==> src/bidr_pkg.sv <==
// Shared types, codes and the CRC-8 step for the breaker ID registration frame receiver.
package bidr_pkg;

	// Configuration register indexes.
	localparam int unsigned REG_IDX_W = 2;
	localparam logic [REG_IDX_W-1:0] REG_FRAME_HEAD     = 2'd0;
	localparam logic [REG_IDX_W-1:0] REG_REPORT_COMMAND = 2'd1;
	localparam logic [REG_IDX_W-1:0] REG_ACK_COMMAND    = 2'd2;

	localparam logic [7:0] FRAME_HEAD_RESET = 8'h5A;

	// CRC-8, polynomial 0x01, MSB first.
	localparam logic [7:0] CRC_POLY = 8'h01;

	// Status codes of the status transaction.
	localparam logic [2:0] STAT_NEW     = 3'd0;
	localparam logic [2:0] STAT_KNOWN   = 3'd1;
	localparam logic [2:0] STAT_BAD_HDR = 3'd2;
	localparam logic [2:0] STAT_BAD_CMD = 3'd3;
	localparam logic [2:0] STAT_CRC_ERR = 3'd4;
	localparam logic [2:0] STAT_FULL    = 3'd5;

	localparam int unsigned OUT_DATA_W = 16;

	typedef enum logic [2:0] {
		ST_IDLE,
		ST_CHECK,
		ST_RD,
		ST_CMP,
		ST_COMMIT,
		ST_STATUS,
		ST_ACK
	} bidr_state_t;

	// Commands from the controller to the datapath.
	typedef struct packed {
		logic take_byte;
		logic check;
		logic cmp;
		logic commit;
		logic emit_status;
		logic emit_ack;
	} bidr_cmd_t;

	// Status from the datapath to the controller.
	typedef struct packed {
		logic frame_done;
		logic pre_fail;
		logic hit;
		logic scan_end;
		logic ack_needed;
		logic out_free;
		logic ack_end;
	} bidr_stat_t;

	function automatic logic [7:0] crc8_byte(input logic [7:0] crc, input logic [7:0] data);
		logic [7:0] c;
		c = crc ^ data;
		for (int k = 0; k < 8; k++) begin
			c = c[7] ? ({c[6:0], 1'b0} ^ CRC_POLY) : {c[6:0], 1'b0};
		end
		return c;
	endfunction

endpackage

==> src/breaker_id_registration_frame.sv <==
// Top level of the breaker ID registration frame receiver.
// A byte that is not the last of its frame is taken whenever it is valid and the receiver is idle.
// After the last byte, a bad frame goes from the check straight to the status transaction;
// otherwise the slot scan (one memory read and one compare per slot) runs first, up to a hit;
// the acknowledge bytes then follow one a cycle while the sink is ready.
// Reset clears the counters, CRC, slot valid bits and output valid flag at once.
module breaker_id_registration_frame #(
	parameter int unsigned SLOTS       = 8,
	parameter int unsigned FRAME_BYTES = 15
) (
	input  logic                                 clk,
	input  logic                                 arst_n,
	input  logic                                 s_tvalid,
	output logic                                 s_tready,
	input  logic [7:0]                           s_tdata,   // rx_byte
	input  logic                                 s_tuser,   // frame_start
	output logic                                 m_tvalid,
	input  logic                                 m_tready,
	output logic [bidr_pkg::OUT_DATA_W-1:0]      m_tdata,   // status, slot_number, tx_byte, pad
	output logic                                 m_tuser,   // is_status
	output logic                                 m_tlast,   // last
	input  logic                                 cfg_we,
	input  logic [bidr_pkg::REG_IDX_W-1:0]       cfg_index,
	input  logic [7:0]                           cfg_data
);

	// The controller sequences a frame through check, slot scan, commit and emission (a bad frame
	// skips scan and commit, a known ID skips commit); the datapath holds the other registers and the slot table.
	bidr_pkg::bidr_cmd_t  cmd;
	bidr_pkg::bidr_stat_t stat;

	logic       out_is_status, out_last;
	logic [2:0] out_status;
	logic [3:0] out_slot;
	logic [7:0] out_tx;

	bidr_ctrl u_ctrl (
		.clk      (clk),
		.arst_n   (arst_n),
		.in_valid (s_tvalid),
		.in_ready (s_tready),
		.stat     (stat),
		.cmd      (cmd)
	);

	bidr_dp #(
		.SLOTS       (SLOTS),
		.FRAME_BYTES (FRAME_BYTES)
	) u_dp (
		.clk           (clk),
		.arst_n        (arst_n),
		.rx_byte       (s_tdata),
		.frame_start   (s_tuser),
		.cfg_we        (cfg_we),
		.cfg_index     (cfg_index),
		.cfg_data      (cfg_data),
		.cmd           (cmd),
		.stat          (stat),
		.out_valid     (m_tvalid),
		.out_ready     (m_tready),
		.out_is_status (out_is_status),
		.out_status    (out_status),
		.out_slot      (out_slot),
		.out_tx        (out_tx),
		.out_last      (out_last)
	);

	// The result transaction is packed with the status code in the lowest bits, then the
	// channel number, then the acknowledge byte, and a zero bit to fill the word.
	assign m_tdata = {1'b0, out_tx, out_slot, out_status};
	assign m_tuser = out_is_status;
	assign m_tlast = out_last;

endmodule

==> src/bidr_ctrl.sv <==
// Controller state machine of the breaker ID registration frame receiver.
module bidr_ctrl (
	input  logic                clk,
	input  logic                arst_n,
	input  logic                in_valid,
	output logic                in_ready,
	input  bidr_pkg::bidr_stat_t stat,
	output bidr_pkg::bidr_cmd_t  cmd
);

	bidr_pkg::bidr_state_t state_q, state_next;

	always_ff @(posedge clk or negedge arst_n) begin
		if (!arst_n) begin
			state_q <= bidr_pkg::ST_IDLE;
		end else begin
			state_q <= state_next;
		end
	end

	always_comb begin
		state_next = state_q;
		unique case (state_q)
			bidr_pkg::ST_IDLE: begin
				if (in_valid && stat.frame_done) begin
					state_next = bidr_pkg::ST_CHECK;
				end
			end
			bidr_pkg::ST_CHECK: begin
				state_next = stat.pre_fail ? bidr_pkg::ST_STATUS : bidr_pkg::ST_RD;
			end
			bidr_pkg::ST_RD: begin
				state_next = bidr_pkg::ST_CMP;
			end
			bidr_pkg::ST_CMP: begin
				if (stat.hit) begin
					state_next = bidr_pkg::ST_STATUS;
				end else if (stat.scan_end) begin
					state_next = bidr_pkg::ST_COMMIT;
				end else begin
					state_next = bidr_pkg::ST_RD;
				end
			end
			bidr_pkg::ST_COMMIT: begin
				state_next = bidr_pkg::ST_STATUS;
			end
			bidr_pkg::ST_STATUS: begin
				if (stat.out_free) begin
					state_next = stat.ack_needed ? bidr_pkg::ST_ACK : bidr_pkg::ST_IDLE;
				end
			end
			bidr_pkg::ST_ACK: begin
				if (stat.out_free && stat.ack_end) begin
					state_next = bidr_pkg::ST_IDLE;
				end
			end
			default: begin
				state_next = bidr_pkg::ST_IDLE;
			end
		endcase
	end

	always_comb begin
		in_ready = 1'b0;
		cmd      = '0;
		unique case (state_q)
			bidr_pkg::ST_IDLE: begin
				in_ready      = 1'b1;
				cmd.take_byte = in_valid;
			end
			bidr_pkg::ST_CHECK:  cmd.check = 1'b1;
			bidr_pkg::ST_RD:     ;
			bidr_pkg::ST_CMP:    cmd.cmp = 1'b1;
			bidr_pkg::ST_COMMIT: cmd.commit = 1'b1;
			bidr_pkg::ST_STATUS: cmd.emit_status = stat.out_free;
			bidr_pkg::ST_ACK:    cmd.emit_ack = stat.out_free;
			default: ;
		endcase
	end

endmodule

==> src/bidr_dp.sv <==
// Datapath: frame capture, CRC, slot table, acknowledge builder and output register.
module bidr_dp #(
	parameter int unsigned SLOTS       = 8,
	parameter int unsigned FRAME_BYTES = 15
) (
	input  logic                              clk,
	input  logic                              arst_n,
	input  logic [7:0]                        rx_byte,
	input  logic                              frame_start,
	input  logic                              cfg_we,
	input  logic [bidr_pkg::REG_IDX_W-1:0]    cfg_index,
	input  logic [7:0]                        cfg_data,
	input  bidr_pkg::bidr_cmd_t               cmd,
	output bidr_pkg::bidr_stat_t              stat,
	output logic                              out_valid,
	input  logic                              out_ready,
	output logic                              out_is_status,
	output logic [2:0]                        out_status,
	output logic [3:0]                        out_slot,
	output logic [7:0]                        out_tx,
	output logic                              out_last
);

	localparam int unsigned CW = $clog2(FRAME_BYTES);
	localparam int unsigned SW = (SLOTS > 1) ? $clog2(SLOTS) : 1;
	localparam logic [CW-1:0] LAST_IDX = CW'(FRAME_BYTES - 1);
	localparam logic [SW-1:0] LAST_SLOT = SW'(SLOTS - 1);
	localparam logic [7:0] LEN_BYTE = 8'(FRAME_BYTES);

	// Configuration registers.
	logic [7:0] frame_head_q, report_command_q, ack_command_q;

	always_ff @(posedge clk or negedge arst_n) begin
		if (!arst_n) begin
			frame_head_q     <= bidr_pkg::FRAME_HEAD_RESET;
			report_command_q <= '0;
			ack_command_q    <= '0;
		end else if (cfg_we) begin
			unique case (cfg_index)
				bidr_pkg::REG_FRAME_HEAD:     frame_head_q     <= cfg_data;
				bidr_pkg::REG_REPORT_COMMAND: report_command_q <= cfg_data;
				bidr_pkg::REG_ACK_COMMAND:    ack_command_q    <= cfg_data;
				default: ;
			endcase
		end
	end

	// Frame capture. Only the bytes that are checked or echoed are kept.
	logic [CW-1:0] cnt_q, idx;
	logic [7:0]    crc_q;
	logic [7:0]    head_byte_q, len_byte_q, cmd_byte_q, crc_rx_q;
	logic [7:0]    id_byte_q [4];
	logic [31:0]   id;

	assign idx = frame_start ? '0 : cnt_q;
	assign id  = {id_byte_q[0], id_byte_q[1], id_byte_q[2], id_byte_q[3]};

	always_ff @(posedge clk or negedge arst_n) begin
		if (!arst_n) begin
			cnt_q <= '0;
			crc_q <= '0;
		end else if (cmd.take_byte) begin
			cnt_q <= (idx == LAST_IDX) ? '0 : idx + 1'b1;
			if (idx == '0) begin
				crc_q <= bidr_pkg::crc8_byte(8'h00, rx_byte);
			end else if (idx != LAST_IDX) begin
				crc_q <= bidr_pkg::crc8_byte(crc_q, rx_byte);
			end
		end
	end

	always_ff @(posedge clk) begin
		if (cmd.take_byte) begin
			if (idx == CW'(0)) head_byte_q <= rx_byte;
			if (idx == CW'(1)) len_byte_q <= rx_byte;
			if (idx == CW'(2)) cmd_byte_q <= rx_byte;
			if (idx >= CW'(3) && idx <= CW'(6)) id_byte_q[idx[1:0] + 2'd1] <= rx_byte;
			if (idx == LAST_IDX) crc_rx_q <= rx_byte;
		end
	end

	// Frame checks in priority order.
	logic [2:0] pre_code;
	always_comb begin
		if (head_byte_q != frame_head_q || len_byte_q != LEN_BYTE) begin
			pre_code = bidr_pkg::STAT_BAD_HDR;
		end else if (cmd_byte_q != report_command_q) begin
			pre_code = bidr_pkg::STAT_BAD_CMD;
		end else if (crc_rx_q != crc_q) begin
			pre_code = bidr_pkg::STAT_CRC_ERR;
		end else begin
			pre_code = bidr_pkg::STAT_FULL;
		end
	end

	// Slot table: IDs in a memory, valid bits in flip-flops.
	logic [31:0]      slot_mem [SLOTS];
	logic [31:0]      rd_id_q;
	logic [SLOTS-1:0] slot_used_q;
	logic [SW-1:0]    scan_idx_q, free_idx_q;
	logic             free_found_q;
	logic [2:0]       status_q;
	logic [3:0]       slot_q;
	logic             hit;

	assign hit = slot_used_q[scan_idx_q] && (rd_id_q == id);

	always_ff @(posedge clk) begin
		if (cmd.commit && free_found_q) begin
			slot_mem[free_idx_q] <= id;
		end
		rd_id_q <= slot_mem[scan_idx_q];
	end

	always_ff @(posedge clk or negedge arst_n) begin
		if (!arst_n) begin
			slot_used_q  <= '0;
			scan_idx_q   <= '0;
			free_idx_q   <= '0;
			free_found_q <= 1'b0;
			status_q     <= bidr_pkg::STAT_NEW;
			slot_q       <= '0;
		end else if (cmd.check) begin
			status_q     <= pre_code;
			slot_q       <= '0;
			scan_idx_q   <= '0;
			free_found_q <= 1'b0;
		end else if (cmd.cmp) begin
			if (hit) begin
				status_q <= bidr_pkg::STAT_KNOWN;
				slot_q   <= 4'({1'b0, scan_idx_q} + 1'b1);
			end else if (!slot_used_q[scan_idx_q] && !free_found_q) begin
				free_found_q <= 1'b1;
				free_idx_q   <= scan_idx_q;
			end
			scan_idx_q <= scan_idx_q + 1'b1;
		end else if (cmd.commit && free_found_q) begin
			slot_used_q[free_idx_q] <= 1'b1;
			status_q                <= bidr_pkg::STAT_NEW;
			slot_q                  <= 4'({1'b0, free_idx_q} + 1'b1);
		end
	end

	// Acknowledge frame builder.
	logic [CW-1:0] tx_idx_q;
	logic [7:0]    tx_crc_q, ack_byte;

	always_comb begin
		if (tx_idx_q == CW'(0)) begin
			ack_byte = frame_head_q;
		end else if (tx_idx_q == CW'(1)) begin
			ack_byte = LEN_BYTE;
		end else if (tx_idx_q == CW'(2)) begin
			ack_byte = ack_command_q;
		end else if (tx_idx_q >= CW'(3) && tx_idx_q <= CW'(6)) begin
			ack_byte = id_byte_q[tx_idx_q[1:0] + 2'd1];
		end else if (tx_idx_q == LAST_IDX) begin
			ack_byte = tx_crc_q;
		end else begin
			ack_byte = 8'h00;
		end
	end

	always_ff @(posedge clk or negedge arst_n) begin
		if (!arst_n) begin
			tx_idx_q <= '0;
			tx_crc_q <= '0;
		end else if (cmd.emit_status) begin
			tx_idx_q <= '0;
			tx_crc_q <= '0;
		end else if (cmd.emit_ack) begin
			tx_idx_q <= tx_idx_q + 1'b1;
			tx_crc_q <= bidr_pkg::crc8_byte(tx_crc_q, ack_byte);
		end
	end

	// Output register.
	logic       out_valid_q, out_is_status_q, out_last_q;
	logic [2:0] out_status_q;
	logic [3:0] out_slot_q;
	logic [7:0] out_tx_q;
	logic       ack_needed;

	assign ack_needed = (status_q == bidr_pkg::STAT_NEW) || (status_q == bidr_pkg::STAT_KNOWN);

	always_ff @(posedge clk or negedge arst_n) begin
		if (!arst_n) begin
			out_valid_q <= 1'b0;
		end else if (cmd.emit_status || cmd.emit_ack) begin
			out_valid_q <= 1'b1;
		end else if (out_ready) begin
			out_valid_q <= 1'b0;
		end
	end

	always_ff @(posedge clk) begin
		if (cmd.emit_status) begin
			out_is_status_q <= 1'b1;
			out_status_q    <= status_q;
			out_slot_q      <= ack_needed ? slot_q : 4'd0;
			out_tx_q        <= 8'h00;
			out_last_q      <= !ack_needed;
		end else if (cmd.emit_ack) begin
			out_is_status_q <= 1'b0;
			out_status_q    <= 3'd0;
			out_slot_q      <= 4'd0;
			out_tx_q        <= ack_byte;
			out_last_q      <= (tx_idx_q == LAST_IDX);
		end
	end

	assign out_valid     = out_valid_q;
	assign out_is_status = out_is_status_q;
	assign out_status    = out_status_q;
	assign out_slot      = out_slot_q;
	assign out_tx        = out_tx_q;
	assign out_last      = out_last_q;

	assign stat.frame_done = (idx == LAST_IDX);
	assign stat.pre_fail   = (pre_code != bidr_pkg::STAT_FULL);
	assign stat.hit        = hit;
	assign stat.scan_end   = (scan_idx_q == LAST_SLOT);
	assign stat.ack_needed = ack_needed;
	assign stat.out_free   = !out_valid_q || out_ready;
	assign stat.ack_end    = (tx_idx_q == LAST_IDX);

endmodule

==> config.mk <==
export PLATFORM = sky130hd
export DESIGN_NAME = breaker_id_registration_frame
export DESIGN_NICKNAME = d
export VERILOG_FILES = /design/src/bidr_pkg.sv /design/src/breaker_id_registration_frame.sv /design/src/bidr_ctrl.sv /design/src/bidr_dp.sv
export SDC_FILE = /design/constraint.sdc
export NUM_CORES = 1
export LEC_CHECK = 0
export ABC_CLOCK_PERIOD_IN_PS = 5600
export BUFFER_PORTS_ARGS = -buffer_cell sky130_fd_sc_hd__buf_2
export CELL_PAD_IN_SITES_DETAIL_PLACEMENT = 0
export CELL_PAD_IN_SITES_GLOBAL_PLACEMENT = 2
export CORE_MARGIN = 10
export CORE_UTILIZATION = 45
export CTS_BUF_LIST = sky130_fd_sc_hd__clkbuf_16
export CTS_CLUSTER_DIAMETER = 150
export DETAILED_ROUTE_END_ITERATION = 7
export MAX_ROUTING_LAYER = met4
export PLACE_DENSITY = 0.79
export SLEW_MARGIN = 30
export SYNTH_ARGS = -nofsm -noshare
export SYNTH_HDL_FRONTEND = slang
export SYNTH_SLANG_ARGS = --single-unit
==> constraint.sdc <==
create_clock -name clk -period 5.6 [get_ports clk]
set_input_delay 0.84 -clock clk [delete_from_list [all_inputs] [get_ports clk]]
set_output_delay 0.84 -clock clk [all_outputs]
set_load 0.05 [all_outputs]
==> results of run 1 <==
[critical path, cell delays in order, from the launching register on]
cell and delay (ns):
dfrtp_1 0.56, nor3_1 0.73, nand2b_1 0.40, nor2_4 0.56, buf_4 0.47
[layer usage]
layer | vias to the layer above | GRT usage (%) | wire length [um]
met1 | 4522 | 21.2 | 16600
met3 | 57 | 2.49 | 1370
met4 | 0 | 5.13 | 784
li1 | 3905 | - | -
met2 | 161 | 25.2 | 17300
met5 | - | - | 0
[through the flow]
| stage | instances | area, um^2 | setup slack, ns | hold WS [ns] | power [mW] |
|---|---|---|---|---|---|
| after global placement | 1507 | 18200 | 2.51 | 0.430 | 5.59 |
| after global routing | 1591 | 19600 | 2.32 | 0.130 | 8.69 |
| final | 1591 | 19600 | 2.51 | 0.128 | 8.29 |
| after CTS | 1591 | 19600 | 2.42 | 0.108 | 8.40 |
| after detailed placement | 1507 | 18200 | 2.44 | 0.434 | 5.62 |
| after floorplan | 979 | 17400 | 1.71 | 0.434 | 5.25 |
[flip-flops by register name, summed over array words and instances, names as in the netlist, 8 cells and up]
name,cells
u_dp.slot_mem,256
u_dp.tx_crc_q,8
u_dp.ack_command_q,8
u_dp.report_command_q,8
u_dp.rd_id_q,32
u_dp.head_byte_q,8
u_dp.len_byte_q,8
u_dp.id_byte_q,32
u_dp.crc_rx_q,8
u_dp.out_tx,8
u_dp.slot_used_q,8
u_dp.frame_head_q,8
u_dp.cmd_byte_q,8
u_dp.crc_q,8
[final timing paths]
path / endpoint / slack (ns) / depth (start not counted)
min: u_dp.slot_q[3]$_DFFE_PN0P_ / 0.13 / 1
min reg2reg: u_dp.out_tx[1]$_SDFFE_PP0P_ / 0.44 / 2
max reg2reg: u_dp.slot_mem[4][22]$_DFFE_PP_ / 2.51 / 4
max: u_dp.slot_mem[4][22]$_DFFE_PP_ / 2.51 / 4
min in group clk: u_dp.out_tx[1]$_SDFFE_PP0P_ / 0.44 / 2
max in group asynchronous: u_dp.report_command_q[3]$_DFFE_PN0P_ / 4.42 / 2
[placed cells by master (no fill, tap or decap), drive strengths merged, types with 4 or more instances in the layout]
master	synthesis	layout
nand2b	6	6
a21oi	8	8
o211ai	5	5
buf	14	58
o21ai	15	15
and2	6	6
or2	9	9
xor2	32	32
clkinv	0	18
nor4	8	8
ha	7	7
inv	11	30
nor2b	4	4
clkbuf	27	45
o21a	5	5
dfxtp	41	41
mux2	65	65
nor2	41	41
dfrtp	70	70
edfxtp	328	328
nor3	9	9
nand4	13	13
a221o	5	5
nand3	10	10
xnor2	45	45
dfstp	4	4
and3	13	13
a221oi	4	4
mux4	74	74
nand2	67	67
[power groups by stage]
stage / sequential [mW] / clock [mW] / combinational, mW
final: 4.07 / 2.77 / 1.45
after global placement: 4.14 / 0 / 1.46
after detailed placement: 4.15 / 0 / 1.47
after global routing: 4.13 / 2.97 / 1.59
after CTS: 4.08 / 2.84 / 1.48
after floorplan: 4.14 / 0 / 1.12
[final cells by class]
cell class	instances	area (um^2)	area share [%]
Clock buffer	45	1130	5.76
Clock inverter	39	241	1.23
Inverter	11	41.3	0.211
Multi-Input combinational cell	484	4650	23.8
Sequential cell	443	12500	64.1
Tap cell	511	639	3.27
Timing Repair Buffer	58	333	1.70
[kinds of logic after synthesis]
group                    share of synthesized area (%)
AO/OA/AOI/OAI                                     2.60
multiplexers                                      13.9
AND/OR/NAND/NOR                                   5.57
flip-flops                                        72.2
buffers and inverters                             1.37
adder cells (fa/ha/maj)                          0.505
XOR/XNOR                                          3.89
other                                           0.0216
==> metrics.md, run 1 <==
| Metric | Value |
|---|---|
| Post-synth ARST share | 16.7% |
| CTS tree | done |
| Worst-margin pin slew | 0.873 ns |
| Skew-Pair Late Insertion Delay | 0.57 ns |
| Initial drt markers | 676 |
| P_sw | 2.28 mW |
| Endpoints failing hold | 0 |
| Die height | 216 um |
| FP Rows | 71 |
| Total Wirelength | 36000 um |
| PortBufs | 42 |
| Number of vias per cell | 5.43 |
| Worst Setup Start Kind | register |
| Sum Neg Setup Slack | 0 ns |
| RSZ-0062 raised after global routing | no |
| Die width | 216 um |
| Peak VDD IR | 308 uV |
| Slew HR | 41.8% |
| TritonCTS buffer count | 45 |
| P&R area growth vs syn | 12.7% |
| Clk pwr share | 33.4% |
| Fin crit period | 3.09 ns |
| RR Startpoint | u_ctrl.state_q[1]$_DFFE_PN0P_ |
| Layout Skew | 0.0183 ns |
| Cts repair resizes | 0 |
| Sequential fraction of the synthesis area | 72.2% |
| Crit path launch | u_ctrl.state_q[1]$_DFFE_PN0P_ |
| Largest net degree at the start of global routing | 58 |
| Synth Flop Type | edfxtp_1 |
| Syn Std Cell Area | 17400 um^2 |
| Count leader, synth | edfxtp_1 |
| Synth top area share | 56.8% |
| Vias in the first global route | 9006 |
| Pleak | 6.75 nW |
| H-tree depth | 2 |
| 1st-pass router iterations | 5 |
| CTS clk-pin slew, worst paths | 0.06 ns |
| CP Data Arrival Time | 3.31 ns |
| Synth area leaders | edfxtp_1 57%, dfrtp_1 10%, mux4_2 9.6% |
| Antenna diodes | 0 |
| Top Ports | 44 |
| Yosys reg bits | 443 |
| Setup-failing EPs final | 0 |
| Worst Path Max Fanout | 21 |
| Sw frac | 27.4% |
| Gpl congestion | 0.822 |
| Layout cells sized above 1 | 25.9% |
| Post-CTS setup buffer count | 0 |
| Die area | 46800 um^2 |
| Routed len/inst | 22.7 um |
| Gate power share | 17.5% |
| Initial antenna violation count | 0 |
| Nets | 1074 |
| CP required | 5.83 ns |
| PwrDens | 424 nW/um^2 |
| Sink Count | 443 |
| WS Path Type | reg -> reg |
| YS warnings | 0 |
| Post-Synthesis Net Count | 1010 |
| Post-Syn Instances | 979 |
| Yosys top cell by area | edfxtp_1 |
| FILL cells | 3107 |
| Via count | 8645 |
| Synth top cells by count | 328 x edfxtp_1, 74 x mux4_2, 70 x dfrtp_1 |
| Final ANT Viol Nets | 0 |
| Setup crit end kind | register |
| Hold-fix buffers, CTS | 0 |
| Synth cell types | 58 |
| Fin util | 51.7% |
| DRC violations left | 0 |
| Min-Delay Path Class | in -> async |
| Fin. max-slew vios | 0 |
| Global-route wire length before repair | 55700 um |
| Seq pwr share | 49.1% |
| Final period utilization | 55.2% |
| Syn Area/Cell | 17.7 um^2 |
| Core area | 37800 um^2 |
| Clk buf depth | 3 |
| Internal | 6.02 mW |
| HPWL Detailed | 22200 um |
| Fmax | 324 MHz |
| Residual overflow from global routing | 0 |
| Max Cap Viol | 0 |
| CTS root buffer | clkbuf_16 |
| Gr usage total | 16.0% |
| Status | complete, no violations |
| Post-synth EDFFs | 328 |
| Initial Utilization | 45.9% |
Power figures use the tool's default switching activity.
==> inputs of run 2 (changes only) <==
--- a/config.mk
+++ b/config.mk
@@ -5,12 +5,12 @@
 export SDC_FILE = /design/constraint.sdc
 export NUM_CORES = 1
 export LEC_CHECK = 0
-export ABC_CLOCK_PERIOD_IN_PS = 5600
+export ABC_CLOCK_PERIOD_IN_PS = 2600
 export BUFFER_PORTS_ARGS = -buffer_cell sky130_fd_sc_hd__buf_2
 export CELL_PAD_IN_SITES_DETAIL_PLACEMENT = 0
 export CELL_PAD_IN_SITES_GLOBAL_PLACEMENT = 2
 export CORE_MARGIN = 10
-export CORE_UTILIZATION = 45
+export CORE_UTILIZATION = 43
 export CTS_BUF_LIST = sky130_fd_sc_hd__clkbuf_16
 export CTS_CLUSTER_DIAMETER = 150
 export DETAILED_ROUTE_END_ITERATION = 7
==> constraint.sdc (replaced) <==
create_clock -name clk -period 2.6 [get_ports clk]
set_input_delay 0.39 -clock clk [delete_from_list [all_inputs] [get_ports clk]]
set_output_delay 0.39 -clock clk [all_outputs]
set_load 0.05 [all_outputs]
==> metrics.md, run 2 (same netlist as run 1, synthesis figures left out) <==
| Metric | Value |
|---|---|
| Die height | 221 um (+2.1%) |
| Placement Cell Area | 18600 um^2 (+2.1%) |
| Setup crit end kind | register |
| Top reg by flops | u_dp.slot_mem |
| TritonCTS buffer count | 47 (+4.4%) |
| Min-Delay Path Class | in -> reg |
| H-tree depth | 2 (unchanged) |
| Met3 Wirelength | 1830 um (+34%) |
| CP Data Arrival Time | 2.78 ns (-0.53 ns) |
| Gr usage total | 15.3% (-0.74 points) |
| DR top layer | met4 |
| Sw frac | 27.4% (about the same) |
| Max Cap Viol | 0 (unchanged) |
| Worst Path Max Fanout | 9 (-57%) |
| Clk buf depth | 3 (unchanged) |
| Number of vias per cell | 5.36 (-1.3%) |
| Initial Utilization | 43.6% (-2.3 points) |
| Cts repair resizes | 0 (unchanged) |
| Fin. max-slew vios | 0 (unchanged) |
| Sink Count | 443 (unchanged) |
| Initial drt markers | 621 (-8.1%) |
| PwrDens | 915 nW/um^2 (+120%) |
| Skew-Pair Late Insertion Delay | 0.58 ns (about the same) |
| Commonest non-fill, non-tap cell in the layout | edfxtp_1 |
| Internal | 13.3 mW (+120%) |
| R2r endpoint | u_dp.tx_crc_q[6]$_DFFE_PN0P_ |
| Worst-margin pin slew | 0.668 ns (-0.205 ns) |
| Final period utilization | 89.7% (+35 points) |
| Cells on worst reg2reg path | 8 (+4) |
| Pleak | 6.90 nW (+2.3%) |
| R2R setup slack | 0.27 ns (-2.24 ns) |
| Finished Cell Area | 20100 um^2 (+2.5%) |
| Total chip power | 18.4 mW (+120%) |
| FILL cells | 3302 (+6.3%) |
| HPWL Detailed | 21800 um (-1.8%) |
| Worst Hold End | u_dp.cnt_q[2]$_DFFE_PN0P_ |
| Nets | 1105 (+2.9%) |
| CTS clk-pin slew, worst paths | 0.06 ns (about the same) |
| Sum Neg Setup Slack | 0 ns (unchanged) |
| Routed metal-1 wire length | 16600 um (+0.25%) |
| CTS tree | done |
| 1st-pass router iterations | 5 (unchanged) |
| Slew HR | 55.4% (+14 points) |
| CTS root buffer | clkbuf_16 |
| Antenna diodes | 0 (unchanged) |
| Worst Setup Start Kind | register |
| DRC violations left | 0 (unchanged) |
| Peak VDD IR | 535 uV (+74%) |
| Initial antenna violation count | 0 (unchanged) |
| Hold Path Stages | 2 |
| Core area | 39800 um^2 (+5.2%) |
| Layout cells sized above 1 | 28.7% (+2.8 points) |
| RSZ-0062 raised after global routing | no |
| Total Wirelength | 36400 um (+1.0%) |
| Fin crit period | 2.33 ns (-0.757 ns) |
| CP required | 3.05 ns (-2.78 ns) |
| P_sw | 5.03 mW (+120%) |
| Status | complete, no violations |
| Vias in the first global route | 9211 (+2.3%) |
| Fmax | 429 MHz (+32%) |
| Setup-failing EPs final | 0 (unchanged) |
| FP Rows | 73 (+2.8%) |
| Layout Skew | 0.0221 ns (+0.00385 ns) |
| Clk pwr share | 34.3% (+0.9 points) |
| RR Startpoint | u_dp.tx_idx_q[1]$_DFFE_PN0P_ |
| Global-route wire length before repair | 56600 um (+1.7%) |
| Endpoints failing hold | 0 (unchanged) |
| Routed wl met2 | 17200 um (-0.53%) |
| PortBufs | 42 (unchanged) |
| Most frequent cells in the layout | 328 x edfxtp_1, 74 x mux4_2, 67 x nand2_1, 67 x dfrtp_1, 62 x mux2_2 |
| Gate power share | 18.7% (+1.2 points) |
| Routed len/inst | 22.2 um (-1.8%) |
| Seq pwr share | 47.0% (-2.1 points) |
| Residual overflow from global routing | 0 (unchanged) |
| Largest register FFs | 256 (unchanged) |
| Fin util | 50.4% (-1.3 points) |
| Die width | 221 um (+2.1%) |
| Die area | 48800 um^2 (+4.2%) |
| Via count | 8780 (+1.6%) |
| Top Ports | 44 (unchanged) |
| Largest net degree at the start of global routing | 64 (+10%) |
| WS Path Type | reg -> reg |
| Hold_sp | s_tuser |
| Final ANT Viol Nets | 0 (unchanged) |
| Gpl congestion | 0.796 (-3.2%) |
| P&R area growth vs syn | 15.6% |
## run 2: cell count changes in the layout (fill, tap and decap cells not counted), moves of 2 or more
cell and change:
buf_12 +11, inv_1 -13, buf_4 +17, clkbuf_16 +2
nor3_2 -2, clkinvlp_4 +4, clkinv_1 +6, nor3_4 +2
clkinv_2 +4
## run 2: layout make-up
| class | instances | area (um^2) | area share, % |
|---|---|---|---|
| repair buffers | 87 | 691 | 3.44 |
| flip-flops and latches | 443 | 12500 | 62.5 |
| multi-input cells | 484 | 4670 | 23.3 |
| well taps | 525 | 657 | 3.28 |
| clock inverters | 40 | 287 | 1.43 |
| clock buffers | 47 | 1180 | 5.86 |
| inverters | 11 | 41.3 | 0.206 |
## run 2: worst max-delay path by stage
stage                                    from                            end  slack (ns)  cells after the start
2_1_floorplan   u_ctrl.state_q[0]$_DFFE_PN0P_  u_dp.slot_mem[7][0]$_DFFE_PP_       -0.44                      4
3_3_place_gp     u_dp.tx_idx_q[1]$_DFFE_PN0P_   u_dp.tx_crc_q[6]$_DFFE_PN0P_        0.31                      8
3_5_place_dp   u_dp.scan_idx_q[0]$_DFFE_PN0N_     u_dp.slot_q[3]$_DFFE_PN0P_        0.26                      6
4_1_cts        u_dp.scan_idx_q[0]$_DFFE_PN0N_     u_dp.slot_q[2]$_DFFE_PN0P_        0.25                      6
5_1_grt          u_dp.tx_idx_q[1]$_DFFE_PN0P_   u_dp.tx_crc_q[6]$_DFFE_PN0P_        0.11                      8
6_report         u_dp.tx_idx_q[1]$_DFFE_PN0P_   u_dp.tx_crc_q[6]$_DFFE_PN0P_        0.27                      8
## run 2: through the flow
stage          std cells  setup WS [ns]  hold slack [ns]
3_5_place_dp        1549          0.256            0.368
3_3_place_gp        1549          0.306            0.372
5_1_grt             1637          0.111           0.0920
4_1_cts             1637          0.248           0.0813
2_1_floorplan        979         -0.440           0.0944
6_report            1637          0.269            0.114
## run 2: critical path, cell delays in order, from the launching register on
cell	delay, ns
dfrtp_1	0.45
inv_1	0.09
ha_1	0.53
mux4_2	0.38
nand3_1	0.13
a221oi_1	0.09
o21ai_0	0.31
xor2_1	0.18
nor2_1	0.05
## run 2: power by group through the flow
stage	Sequential, mW	Combinational (mW)	Clock [mW]
5_1_grt	8.70	3.76	6.73
3_3_place_gp	8.76	3.46	0
6_report	8.62	3.44	6.30
3_5_place_dp	8.77	3.48	0
2_1_floorplan	8.91	2.42	0
4_1_cts	8.63	3.50	6.45
## run 2: metal layers
metal	track usage (%)	vias to the layer above
li1	-	3985
met1	20.7	4548
met2	23.2	196
met3	2.62	51
met4	4.76	0
met5	-	-
## run 2: what timing repair did
item,CTS,global route
hold buffers,1,0
setup buffers,0,0
hold endpoints to repair,30,0
==> inputs of run 3 (changes only) <==
--- a/config.mk
+++ b/config.mk
@@ -5,12 +5,13 @@
 export SDC_FILE = /design/constraint.sdc
 export NUM_CORES = 1
 export LEC_CHECK = 0
-export ABC_CLOCK_PERIOD_IN_PS = 2600
+export ABC_CLOCK_PERIOD_IN_PS = 2800
 export BUFFER_PORTS_ARGS = -buffer_cell sky130_fd_sc_hd__buf_2
 export CELL_PAD_IN_SITES_DETAIL_PLACEMENT = 0
 export CELL_PAD_IN_SITES_GLOBAL_PLACEMENT = 2
+export CORE_ASPECT_RATIO = 1.4
 export CORE_MARGIN = 10
-export CORE_UTILIZATION = 43
+export CORE_UTILIZATION = 45
 export CTS_BUF_LIST = sky130_fd_sc_hd__clkbuf_16
 export CTS_CLUSTER_DIAMETER = 150
 export DETAILED_ROUTE_END_ITERATION = 7
==> constraint.sdc (replaced) <==
create_clock -name clk -period 2.8 [get_ports clk]
set_input_delay 0.42 -clock clk [delete_from_list [all_inputs] [get_ports clk]]
set_output_delay 0.42 -clock clk [all_outputs]
set_load 0.05 [all_outputs]
==> metrics.md, run 3 (same netlist as run 1, synthesis figures left out) <==
| Metric | Value |
|---|---|
| Status | complete, no violations |
| Fmax | 405 MHz |
| CP required | 2.38 ns (-0.67 ns) |
| Top reg by flops | u_dp.slot_mem |
| Layout cells sized above 1 | 27.6% (-1.1 points) |
| Peak VDD IR | 622 uV (+16%) |
| Fin crit period | 2.47 ns |
| CTS tree | done |
| FP Rows | 85 (+16%) |
| Cts repair resizes | 0 (unchanged) |
| Total Wirelength | 36900 um (+1.4%) |
| RSZ-0062 raised after global routing | no |
| Final ANT Viol Nets | 0 (unchanged) |
| PwrDens | 838 nW/um^2 (-8.5%) |
| Sum Neg Setup Slack | 0 ns (unchanged) |
| WS Path Type | reg -> out |
| Setup crit end kind | output pin |
| Core area | 38300 um^2 (-3.9%) |
| P&R area growth vs syn | 14.0% |
| Worst Setup Start Kind | register |
| Fin util | 51.7% (+1.3 points) |
| Top Ports | 44 (unchanged) |
| Die width | 186 um (-16%) |
| Via count | 8666 (-1.3%) |
| Finished Cell Area | 19800 um^2 (-1.4%) |
| CTS clk-pin slew, worst paths | 0.06 ns (about the same) |
| Worst setup margin | 0.331 ns (+0.0619 ns) |
| Nets | 1096 (-0.81%) |
| Most frequent cells in the layout | 328 x edfxtp_1, 74 x mux4_2, 67 x nand2_1, 67 x dfrtp_1, 62 x mux2_2 |
| FILL cells | 3128 (-5.3%) |
| CP Data Arrival Time | 2.05 ns (-0.73 ns) |
| Initial antenna violation count | 0 (unchanged) |
| Worst slack at placement | 0.339 ns (+0.0833 ns) |
| TritonCTS buffer count | 40 (-15%) |
| Post-Layout Cell Count | 1575 (-3.8%) |
| Antenna diodes | 0 (unchanged) |
| Total chip power | 16.6 mW (-9.7%) |
| Register area | 12500 um^2 (unchanged) |
| Pleak | 6.86 nW (-0.58%) |
| Number of vias per cell | 5.50 (+2.6%) |
| Sink Count | 443 (unchanged) |
| Die area | 46900 um^2 (-3.8%) |
| Worst Path Max Fanout | 14 (+5) |
| Routed len/inst | 23.4 um (+5.4%) |
| Hold WS | 0.153 ns (+0.0395 ns) |
| DRC violations left | 0 (unchanged) |
| Layout Skew | 0.0135 ns (-0.00865 ns) |
| Fin. max-slew vios | 0 (unchanged) |
| Placed Cells | 1500 (-3.2%) |
| Initial drt markers | 423 (-32%) |
| Global-route wire length before repair | 57000 um (+0.57%) |
| Clk buf depth | 3 (unchanged) |
| Largest net degree at the start of global routing | 51 (-20%) |
| Worst-margin pin slew | 0.708 ns (+0.0401 ns) |
| Hold_sp | cfg_data[0] |
| Die height | 252 um (+14%) |
| Min-Delay Path Class | in -> reg |
| Largest register FFs | 256 (unchanged) |
| 1st-pass router iterations | 6 (+1) |
| Vias in the first global route | 9343 (+1.4%) |
| Setup-failing EPs final | 0 (unchanged) |
| PortBufs | 42 (unchanged) |
| Multi-input gate area | 4670 um^2 (unchanged) |
| HPWL Detailed | 23200 um (+6.3%) |
| Gpl congestion | 0.816 (+2.4%) |
| Endpoints failing hold | 0 (unchanged) |
| Commonest non-fill, non-tap cell in the layout | edfxtp_1 |
| Max Cap Viol | 0 (unchanged) |
| RR Startpoint | u_dp.scan_idx_q[0]$_DFFE_PN0N_ |
| Final period utilization | 88.2% |
| Gr usage total | 16.7% (+1.4 points) |
| Placement Cell Area | 18500 um^2 (-0.60%) |
| CTS root buffer | clkbuf_16 |
| Initial Utilization | 45.3% (+1.7 points) |
| Residual overflow from global routing | 0 (unchanged) |
| Slew HR | 52.8% (-2.7 points) |
| Crit path launch | u_ctrl.state_q[0]$_DFFE_PN0P_ |
| Skew-Pair Late Insertion Delay | 0.54 ns (-0.04 ns) |
| H-tree depth | 2 (unchanged) |
run 3: power by group:
part / internal, mW / total, mW / switching [mW]
clock: 3.08 / 5.39 / 2.30
sequential: 7.59 / 8.03 / 0.443
combinational: 1.42 / 3.16 / 1.74
run 3: timing repair:
action                                 in CTS  in global routing
hold buffers                                1                  0
setup buffers                               0                  0
endpoints found under the hold margin      24                  0
run 3: area by class of cell:
| cell class | instances | area share [%] |
|---|---|---|
| Tap cell | 478 | 3.02 |
| Multi-Input combinational cell | 484 | 23.6 |
| Inverter | 11 | 0.209 |
| Sequential cell | 443 | 63.4 |
| Clock buffer | 42 | 5.31 |
| Timing Repair Buffer | 85 | 3.24 |
| Clock inverter | 32 | 1.25 |
run 3: worst paths after layout:
check / endpoint / slack, ns / cells past startpoint
min: u_dp.report_command_q[0]$_DFFE_PN0P_ / 0.15 / 2
max in group asynchronous: u_dp.frame_head_q[1]$_DFFE_PN1P_ / 1.80 / 3
max reg2reg: u_dp.slot_q[3]$_DFFE_PN0P_ / 0.37 / 6
min reg2reg: u_dp.out_tx[4]$_SDFFE_PP0P_ / 0.45 / 2
max: s_tready / 0.33 / 3
min in group asynchronous: u_dp.slot_q[0]$_DFFE_PN0P_ / 0.33 / 2
run 3: routing by layer:
| layer | wire length (um) | part of all wire (%) | GRT usage, % |
|---|---|---|---|
| met1 | 14700 | 40 | 19.5 |
| met4 | 948 | 2.6 | 5.31 |
| met2 | 20100 | 54 | 29.3 |
| met3 | 1200 | 3.3 | 1.96 |
| met5 | 0 | 0 | - |
run 3: critical path, stage by stage (launching register included):
cell	delay [ns]
dfrtp_1	0.53
nor3_2	0.46
buf_4	0.24
buf_2	0.27
